## src/hw/rtl/pwl_pkg.sv

```systemverilog
// ----------------------------------------------------------------------------
// pwl_pkg
// Shared constants, command codes and controller/datapath bundles for the
// piecewise-linear table interpolator.
// ----------------------------------------------------------------------------
package pwl_pkg;

  // table geometry
  localparam int MAX_POINTS = 1024;
  localparam int IDX_W      = $clog2(MAX_POINTS);
  localparam int CNT_W      = $clog2(MAX_POINTS + 1);

  // Q16.16 data path widths
  localparam int DATA_W    = 32;
  localparam int TOL_W     = 31;
  localparam int MAG_W     = DATA_W + 1;
  localparam int PROD_W    = 2 * DATA_W + 1;
  localparam int QUO_W     = DATA_W + 2;
  localparam int SUM_W     = QUO_W + 2;
  localparam int DIV_STEPS = PROD_W;
  localparam int DIVC_W    = $clog2(DIV_STEPS + 1);

  typedef enum logic [1:0] {
    CMD_CLEAR  = 2'd0,
    CMD_APPEND = 2'd1,
    CMD_QUERY  = 2'd2,
    CMD_NOP    = 2'd3
  } cmd_e;

  typedef enum logic [1:0] {
    ST_OK    = 2'd0,
    ST_EMPTY = 2'd1,
    ST_FULL  = 2'd2
  } status_e;

  // controller to datapath
  typedef struct packed {
    logic latch;
    logic dispatch;
    logic scan;
    logic fetch;
    logic load_best;
    logic load_nb;
    logic mul;
    logic div;
    logic sum;
    logic emit;
  } ctrl_cmd_t;

  // datapath to controller
  typedef struct packed {
    logic go_scan;
    logic scan_done;
    logic stop_best;
    logic same_x;
    logic div_last;
    logic out_free;
  } ctrl_stat_t;

endpackage

```

## src/hw/rtl/pwl_ctrl.sv

```systemverilog
// ----------------------------------------------------------------------------
// pwl_ctrl
// Sequencing state machine: dispatch, nearest-point scan, neighbour fetch,
// multiply, serial divide, saturating sum and result hand-off.
// ----------------------------------------------------------------------------
module pwl_ctrl import pwl_pkg::*; (
  input  logic       clk_i,
  input  logic       rst_ni,
  input  logic       in_valid_i,
  output logic       in_ready_o,
  input  ctrl_stat_t stat_i,
  output ctrl_cmd_t  cmd_o
);

  typedef enum logic [9:0] {
    S_IDLE     = 10'b00_0000_0001,
    S_DISPATCH = 10'b00_0000_0010,
    S_SCAN     = 10'b00_0000_0100,
    S_FETCH    = 10'b00_0000_1000,
    S_BEST     = 10'b00_0001_0000,
    S_NB       = 10'b00_0010_0000,
    S_MUL      = 10'b00_0100_0000,
    S_DIV      = 10'b00_1000_0000,
    S_SUM      = 10'b01_0000_0000,
    S_EMIT     = 10'b10_0000_0000
  } state_e;

  state_e state_q, state_d;

  always_ff @(posedge clk_i or negedge rst_ni) begin
    if (!rst_ni) begin
      state_q <= S_IDLE;
    end else begin
      state_q <= state_d;
    end
  end

  always_comb begin
    state_d    = state_q;
    cmd_o      = '0;
    in_ready_o = 1'b0;
    case (state_q)
      S_IDLE: begin
        in_ready_o  = 1'b1;
        cmd_o.latch = in_valid_i;
        if (in_valid_i) state_d = S_DISPATCH;
      end
      S_DISPATCH: begin
        cmd_o.dispatch = 1'b1;
        state_d = stat_i.go_scan ? S_SCAN : S_EMIT;
      end
      S_SCAN: begin
        cmd_o.scan = 1'b1;
        if (stat_i.scan_done) state_d = S_FETCH;
      end
      S_FETCH: begin
        cmd_o.fetch = 1'b1;
        state_d = S_BEST;
      end
      S_BEST: begin
        cmd_o.load_best = 1'b1;
        state_d = stat_i.stop_best ? S_EMIT : S_NB;
      end
      S_NB: begin
        cmd_o.load_nb = 1'b1;
        state_d = stat_i.same_x ? S_EMIT : S_MUL;
      end
      S_MUL: begin
        cmd_o.mul = 1'b1;
        state_d = S_DIV;
      end
      S_DIV: begin
        cmd_o.div = 1'b1;
        if (stat_i.div_last) state_d = S_SUM;
      end
      S_SUM: begin
        cmd_o.sum = 1'b1;
        state_d = S_EMIT;
      end
      S_EMIT: begin
        cmd_o.emit = stat_i.out_free;
        if (stat_i.out_free) state_d = S_IDLE;
      end
      default: begin
        state_d = S_IDLE;
      end
    endcase
  end

endmodule

```

## config.mk

```make
export PLATFORM = sky130hd
export DESIGN_NAME = pwl_ctrl
export DESIGN_NICKNAME = d
export VERILOG_FILES = /design/src/hw/rtl/pwl_pkg.sv /design/src/hw/rtl/pwl_ctrl.sv
export SDC_FILE = /design/constraint.sdc
export NUM_CORES = 1
export LEC_CHECK = 0
export BUFFER_PORTS_ARGS = -buffer_cell sky130_fd_sc_hd__buf_2
export CORE_MARGIN = 2
export CORE_UTILIZATION = 49
export CTS_CLUSTER_DIAMETER = 120
export CTS_CLUSTER_SIZE = 14
export DETAILED_ROUTE_END_ITERATION = 8
export PLACE_DENSITY = 0.8
export SLEW_MARGIN = 40
export SYNTH_ARGS = -nofsm -noshare
export SYNTH_HDL_FRONTEND = slang
export SYNTH_SLANG_ARGS = --single-unit
```

## constraint.sdc

```tcl
create_clock -name clk_i -period 1.9 [get_ports clk_i]
set_clock_uncertainty 0.05 [all_clocks]
set_input_delay 0.095 -clock clk_i [delete_from_list [all_inputs] [get_ports clk_i]]
set_output_delay 0.095 -clock clk_i [all_outputs]
set_load 0.05 [all_outputs]
```

== Word level (Yosys, flattened, before mapping) ==
Index checks and enable logic that the tools add are counted.

* Equal/unequal tests: 14
* Multiplexer cells: 19
* Reduce and logical (&&, ||, !) cells: 1

{| class="wikitable"
|+ Operator list
! kind !! count
|-
| 10-bit one-hot mux with 10 select lines || 1
|-
| 10-bit 2-to-1 mux || 7
|-
| 1-bit 2-to-1 mux || 11
|-
| 10-bit by 1-bit == test with 1-bit output (second input constant) || 1
|-
| 10-bit == test (second input constant) || 1
|-
| 10-bit by 2-bit == test with 1-bit output (second input constant) || 1
|-
| 10-bit by 3-bit == test with 1-bit output (second input constant) || 1
|-
| 10-bit by 4-bit == test with 1-bit output (second input constant) || 1
|-
| 10-bit by 5-bit == test with 1-bit output (second input constant) || 1
|-
| 10-bit by 6-bit == test with 1-bit output (second input constant) || 1
|-
| 10-bit by 7-bit == test with 1-bit output (second input constant) || 1
|-
| 10-bit by 8-bit == test with 1-bit output (second input constant) || 1
|-
| 10-bit by 9-bit == test with 1-bit output (second input constant) || 1
|-
| 2-bit != test (second input constant) || 4
|-
| 4-bit AND reduction || 1
|}

* Bits in registers: 10
* Input bits: 9
* Output and inout bits: 11
* Logic and storage cells: 35

== Depth between registers and ports, before layout ==
Gate-level depths: netlist of the first run.

* Depth in word-level cells: 3
* Depth in mapped cells: 6
* Gate-level depth less buffers: 5

== Worst setup path after synthesis of the first run ==
Ideal clock, no wire load.

* Kind: register to output
* From: reg state_q[8]
* To: out cmd_o[9] in the netlist's numbering
* Arrival time: 2123 ps
* Data required time: 1755 ps
* Setup slack: -368 ps
* Stages on the path, launching flop included: 6
* Buffers on the path: 1
* Cells stage by stage: dfrtp_1 -> buf_6 -> nor3_4 -> nand3_1 -> nor2_1 -> and2_1

{| class="wikitable"
|+ RTL lines
! item !! RTL line !! RTL
|-
| from (decl) || pwl_ctrl.sv:28 || <nowiki>state_e state_q, state_d;</nowiki>
|-
| from (signal assigned) || pwl_ctrl.sv:34 || <nowiki>state_q <= state_d;</nowiki>
|-
| to (decl) || pwl_ctrl.sv:12 || <nowiki>output ctrl_cmd_t cmd_o</nowiki>
|}

==> run summary, run 1 <==
Syn Nets: 89
# IOs: 20
Worst Path Max Fanout: 5
Synth cell types: 39
Worst EP arrival: 1.72 ns
Pre-Repair DR Iteration Count: 4
Port bufs: 19
WS Path Type: flop to output port
Finished Cell Area: 1060 um2
Setup ws final: 0.03324 ns
DR WL/cell: 15.50 um
DRC: 0
Yosys warns: 0
Biggest regs: state_q x10
Clk_lat worst skew: 0.28 ns
Adder-cell area share of the yosys netlist: 0%
Fraction of layout cells with a size suffix above 1: 48.65%
Most frequent cell after synthesis: nor2_1
DP Wirelength: 1294 um
# H-tree levels: 1
Endpoint class of the critical path: output port
Buf/Inv on CP: 1
Dominant synthesized flop cell: dfrtp_1
GRT Util Overall: 20.86%
# fillers: 109
Top reg by flops: state_q
Row cnt: 14
Starting Density: 51.51%
Final WL: 1969 um
Final Setup Violations: 0
RSZ-0062 raised after global routing: true
Root buffer cell: clkbuf_4
Post-Synth XOR/XNOR Area: 2.284%
Horiz. Die Dim: 43.57 um
First-pass GRT wire length: 2891 um
Die Y: 43.57 um
DR iter-0 viols: 9
Post-Syn Area: 767.0 um2
CP startpoint kind: flop
Worst slew pin tran: 0.3723 ns
EDFF count, synth: 0
Simple-gate share of the synthesized area: 45.35%
Leading area contributor after synthesis: dfrtp_1
CTS Sinks: 10
Post-DP Area: 855.8 um2
Worst path top cell family by delay: simple AND/OR/NAND/NOR gates
Seq cells post-synth: 10
Max incr delay on CP: 0.46 ns
Routed Antenna Nets: 0
Core area: 1489 um2
Final hold vios: 0
Sequential share of the synthesized area: 32.79%
Full die area: 1898 um2
Worst vdd ir: 633.5 uV
Syn-to-layout area delta: 38.17%
Max FFs per register: 10
Pwr Density: 1161 nW/um2
GRT overflow: 0
Total power: 1.231 mW
Post-route minimum period: 1.867 ns
Number of diodes: 0
MaxCap Viol Count: 0
CTS max path bufs: 2
Initial antenna violation count: 0
Slew headroom: 75.18%
Largest family of logic cells by synthesized area: simple AND/OR/NAND/NOR gates
CP Data Required Time: 1.75 ns
Vias per inst: 5.740
TritonCTS buffer count: 3
Pre-CTS setup slack: 0.1753 ns
Reg clk slew, reported paths: 0.08 ns
FMAX: 535.7 MHz
Max Slew Vio Count: 0
Synth cell count leaders: nor2_1, dfrtp_1, nand2b_1
Critical-path cell list: nor3_4 -> and3b_2 -> and4b_1 -> buf_4
TritonCTS clock tree: done
Gpl congestion: 0.8199
CP max-delay cell: dfrtp_2
Cells after Synth: 80
Hold/Removal Path Class: input port to flop
Pin count of the biggest net entering global routing: 11
Hold WS: 0.02867 ns
Post-synthesis compound-gate area fraction: 11.26%
Ys async rst share: 100.0%
Avg Synthesized Cell Area: 9.587 um2
Period utilisation layout: 98.25%
Synth top area share: 29.36%
Outcome: finished clean
Area contributors post-synth: dfrtp_1, nor2_1, and4b_1, dfstp_2, nor4b_1
Post-synthesis mux area share: 1.305%
DR vias: 729
Nets: 121
Vias in the first global route: 642
Leakage: 0.5044 nW
[final cells by class]
class,count,area (um2),area share (%)
multi-input combinational,63,504.2,47.58
clock buffer,4,36.28,3.424
sequential,10,259.0,24.44
inverter,1,3.754,0.3542
tap,16,20.02,1.889
timing repair buffer,33,236.5,22.31
[report_power, final]
group | switching (mW) | internal (mW)
clock | 0.0801 | 0.116
combinational | 0.407 | 0.295
sequential | 0.0751 | 0.257
total | 0.562 | 0.669
[cell usage in the layout (no fill, tap or decap), types with 2 or more instances in the layout]
master	synthesis	routed
and2_1	2	2
nor2b_1	2	2
and4_2	2	2
dfrtp_2	0	6
nand3b_1	3	3
and3_1	2	2
buf_2	1	14
dlygate4sd3_1	0	5
and4b_1	3	3
nor2_2	0	2
o31ai_1	2	2
buf_4	3	11
clkbuf_4	0	3
nor3_4	1	2
nor3_1	3	3
o211a_1	2	2
dfrtp_1	9	3
nand2_1	2	2
nor2_1	10	7
nand4_1	2	2
nand2b_1	4	4
a21oi_1	3	3
nor4b_1	3	3
buf_6	2	3
[cells by family after synthesis]
logic type	after synthesis
AOI/OAI and AO/OA	11
xor gates and xnor gates	2
buffers and inverters	7
DFF	10
muxes	1
and+or+nand+nor	49
[through the flow]
| stage | std cells | util (%) | setup TNS, ns |
|---|---|---|---|
| final | 127 | 71.18 | 0 |
| after global routing | 127 | 71.18 | -0.1723 |
| after CTS | 119 | 64.87 | 0 |
| after detailed placement | 110 | 57.48 | 0 |
| after global placement | 110 | 57.48 | 0 |
| after floorplan | 80 | - | 0 |
[layer usage]
metal  share of wire [%]  vias to the layer above  wire length [um]  global-route usage (%)
li1                    -                      361                 -                       -
met1                  41                      343               807                   27.37
met2                  52                       21              1029                   32.65
met3                 4.3                        4                84                   7.500
met4                 2.4                        0                48                   5.455
met5                   0                        -                 0                       0
[worst paths after layout]
check / from / end / slack, ns / cells past startpoint
hold reg to reg: state_q[7]$_DFFE_PN0P_ / state_q[7]$_DFFE_PN0P_ / 0.60 / 2
setup reg to reg: state_q[0]$_DFFE_PN1P_ / state_q[9]$_DFFE_PN0P_ / 0.19 / 5
max in group asynchronous: rst_ni / state_q[0]$_DFFE_PN1P_ / 1.40 / 2
min in group asynchronous: rst_ni / state_q[1]$_DFFE_PN0P_ / 0.15 / 2
hold / removal: in_valid_i / state_q[1]$_DFFE_PN0P_ / 0.03 / 2
setup / recovery: state_q[5]$_DFFE_PN0P_ / cmd_o[6] / 0.03 / 4
[timing repair]
item                                   in CTS  in global routing
gates resized for setup                     8                 13
pin swaps                                   1                  6
endpoints found under the hold margin      13                  0
setup endpoints to repair                   6                  6
hold buffers                                5                  0
setup buffers                               0                  8
Note: power is estimated with default switching activity, not from simulation.
==> inputs of run 2 (changes only) <==
CELL_PAD_IN_SITES_DETAIL_PLACEMENT = 0   (was not set)
CELL_PAD_IN_SITES_GLOBAL_PLACEMENT = 1   (was not set)
CORE_UTILIZATION = 41   (was 49)
MAX_ROUTING_LAYER = met4   (was not set)
PLACE_DENSITY = 0.87   (was 0.8)
clock period = 2.3 ns   (was 1.9 ns; I/O delays follow)
==> run summary, run 2 (synthesized netlist as in run 1, its figures left out) <==
Port bufs: 19 (unchanged)
GRT overflow: 0 (unchanged)
CP startpoint kind: flop
CP Data Required Time: 2.13 ns (+0.38 ns)
Biggest regs: state_q x10
Worst Path Max Fanout: 7 (+2)
Setup ws final: 0.2855 ns (+0.2522 ns)
Max incr delay on CP: 0.47 ns (about the same)
DP Wirelength: 1253 um (-3.2%)
Fraction of layout cells with a size suffix above 1: 31.68% (-17 points)
Gpl congestion: 0.8429 (+2.8%)
# fillers: 168 (+54%)
Post-cts repair resize count: 0 (-8)
Outcome: finished clean
Sw Ratio: 47.10% (+1.4 points)
Hold/Removal Path Class: input port to flop
TritonCTS clock tree: done
FF-to-FF Start: state_q[6]$_DFFE_PN0P_
Power Internal: 0.4534 mW (-32%)
Flop pwr share: 32.2% (+5.2 points)
Buf/Inv on CP: 1 (unchanged)
Worst vdd ir: 440.5 uV (-30%)
Most common cell after layout, fill and taps aside: buf_2
Initial antenna violation count: 0 (unchanged)
DR vias: 676 (-7.3%)
Top reg by flops: state_q
Setup total negative slack: 0 ns (unchanged)
Clock Power Share: 14.9% (-1.1 points)
Endpoint class of the critical path: output port
DR WL/cell: 13.53 um (-13%)
Number of diodes: 0 (unchanged)
# IOs: 20 (unchanged)
Worst slew pin tran: 0.3586 ns (-0.01370 ns)
Core area: 1745 um2 (+17%)
TritonCTS buffer count: 3 (unchanged)
DR iter-0 viols: 10 (+1)
Max Slew Vio Count: 0 (unchanged)
WS Path Type: flop to output port
MaxCap Viol Count: 0 (unchanged)
CTS max path bufs: 2 (unchanged)
Nets: 111 (-8.3%)
DRC: 0 (unchanged)
Critical Path Start: state_q[6]$_DFFE_PN0P_
Worst EP arrival: 1.85 ns (+0.13 ns)
Final instance count without filler cells: 126 (-0.79%)
GRT Util Overall: 17.96% (-2.9 points)
Pre-CTS setup slack: 0.6023 ns (+0.4270 ns)
Vias per inst: 5.365 (-6.5%)
Routed Antenna Nets: 0 (unchanged)
# H-tree levels: 1 (unchanged)
Post-route minimum period: 2.015 ns
Vias in the first global route: 587 (-8.6%)
Pin count of the biggest net entering global routing: 11 (unchanged)
Finished Cell Area: 909.6 um2 (-14%)
Register-to-register setup slack: 0.72 ns (+0.53 ns)
Slew headroom: 75.79% (+0.61 points)
Pwr Density: 942.3 nW/um2 (-19%)
Util after Layout: 52.11% (-19 points)
First-pass GRT wire length: 2677 um (-7.4%)
Die Y: 47.25 um (+8.5%)
Row cnt: 15 (+1)
Psw: 0.4038 mW (-28%)
CTS Sinks: 10 (unchanged)
Syn-to-layout area delta: 18.60%
Critical-path cell list: nor3_2 -> nand3_1 -> nor2_1 -> and2_1 -> buf_2
Most frequent cells in the layout: buf_2, nor2_1, dfrtp_1, nand2b_1, dlygate4sd3_1
Placed cell count: 118 (+7.3%)
Post-DP Area: 843.3 um2 (-1.5%)
Final WL: 1705 um (-13%)
CP max-delay cell: dfrtp_1
Reg clk slew, reported paths: 0.07 ns (about the same)
Root buffer cell: clkbuf_4
Final Setup Violations: 0 (unchanged)
Pre-Repair DR Iteration Count: 4 (unchanged)
FMAX: 496.4 MHz
Worst path top cell family by delay: simple AND/OR/NAND/NOR gates
Period utilisation layout: 87.59%
RSZ-0062 raised after global routing: false
Full die area: 2233 um2 (+18%)
Starting Density: 43.94% (-7.6 points)
Comb pwr share: 52.8% (-4.3 points)
Worst Hold Launch: stat_i[5]
Max FFs per register: 10 (unchanged)
Final hold vios: 0 (unchanged)
Leakage: 0.4452 nW (-12%)
Clk_lat worst skew: 0.27 ns (about the same)
Horiz. Die Dim: 47.25 um (+8.5%)
-- run 2: changes by cell type in the layout (fill, tap and decap cells not counted), moves of 2 or more --
cell,change
buf_4,-11
dfrtp_1,+6
dfrtp_2,-6
buf_2,+5
buf_6,-3
nor2_1,+3
nor2_2,-2
-- run 2: timing repair --
item                                   4_1_cts  5_1_grt
buffers inserted                             0        0
hold buffers                                 4        0
endpoints found under the hold margin       13        0
-- run 2: final cells by class --
cell class | count | area, um2 | share of cell area [%]
Multi-Input combinational cell | 63 | 461.7 | 50.76
Sequential cell | 10 | 251.5 | 27.65
Timing Repair Buffer | 23 | 135.1 | 14.86
Tap cell | 25 | 31.28 | 3.439
Clock buffer | 4 | 26.28 | 2.889
Inverter | 1 | 3.754 | 0.4127
-- run 2: worst min-delay path, delay by kind of cell --
family                 cells  cell delay, ns
AND/OR/NAND/NOR            1            0.05
AO/OA/AOI/OAI              1            0.06
buffers and inverters      1            0.08
-- run 2: path summary, 6_finish.rpt --
path | to | cells past startpoint
hold / removal | state_q[2]$_DFFE_PN0P_ | 3
setup / recovery | cmd_o[9] | 5
max in group asynchronous | state_q[0]$_DFFE_PN1P_ | 2
min in group asynchronous | state_q[6]$_DFFE_PN0P_ | 2
setup reg to reg | state_q[0]$_DFFE_PN1P_ | 4
hold reg to reg | state_q[7]$_DFFE_PN0P_ | 2
-- run 2: stage by stage --
| step | hold slack [ns] | power [mW] |
|---|---|---|
| 6_report | 0.03288 | 0.8571 |
| 5_1_grt | 0.05208 | 0.9126 |
| 4_1_cts | 0.02903 | 0.8602 |
| 3_5_place_dp | -0.05890 | 0.7260 |
| 3_3_place_gp | -0.05696 | 0.7188 |
| 2_1_floorplan | -0.2306 | 0.6655 |
-- run 2: metal layers --
metal	share of wire [%]	track usage, %
met2	49	28.38
met3	3.6	3.462
met4	0.82	6.667
met1	46	22.54
met5	0	-
-- run 2: power by group through the flow --
stage	Combinational (mW)	Sequential (mW)	Clock, mW
global route	0.489	0.283	0.141
finish	0.453	0.276	0.128
global placement	0.444	0.275	0
floorplan	0.442	0.223	0
detailed placement	0.446	0.280	0
CTS	0.454	0.275	0.131
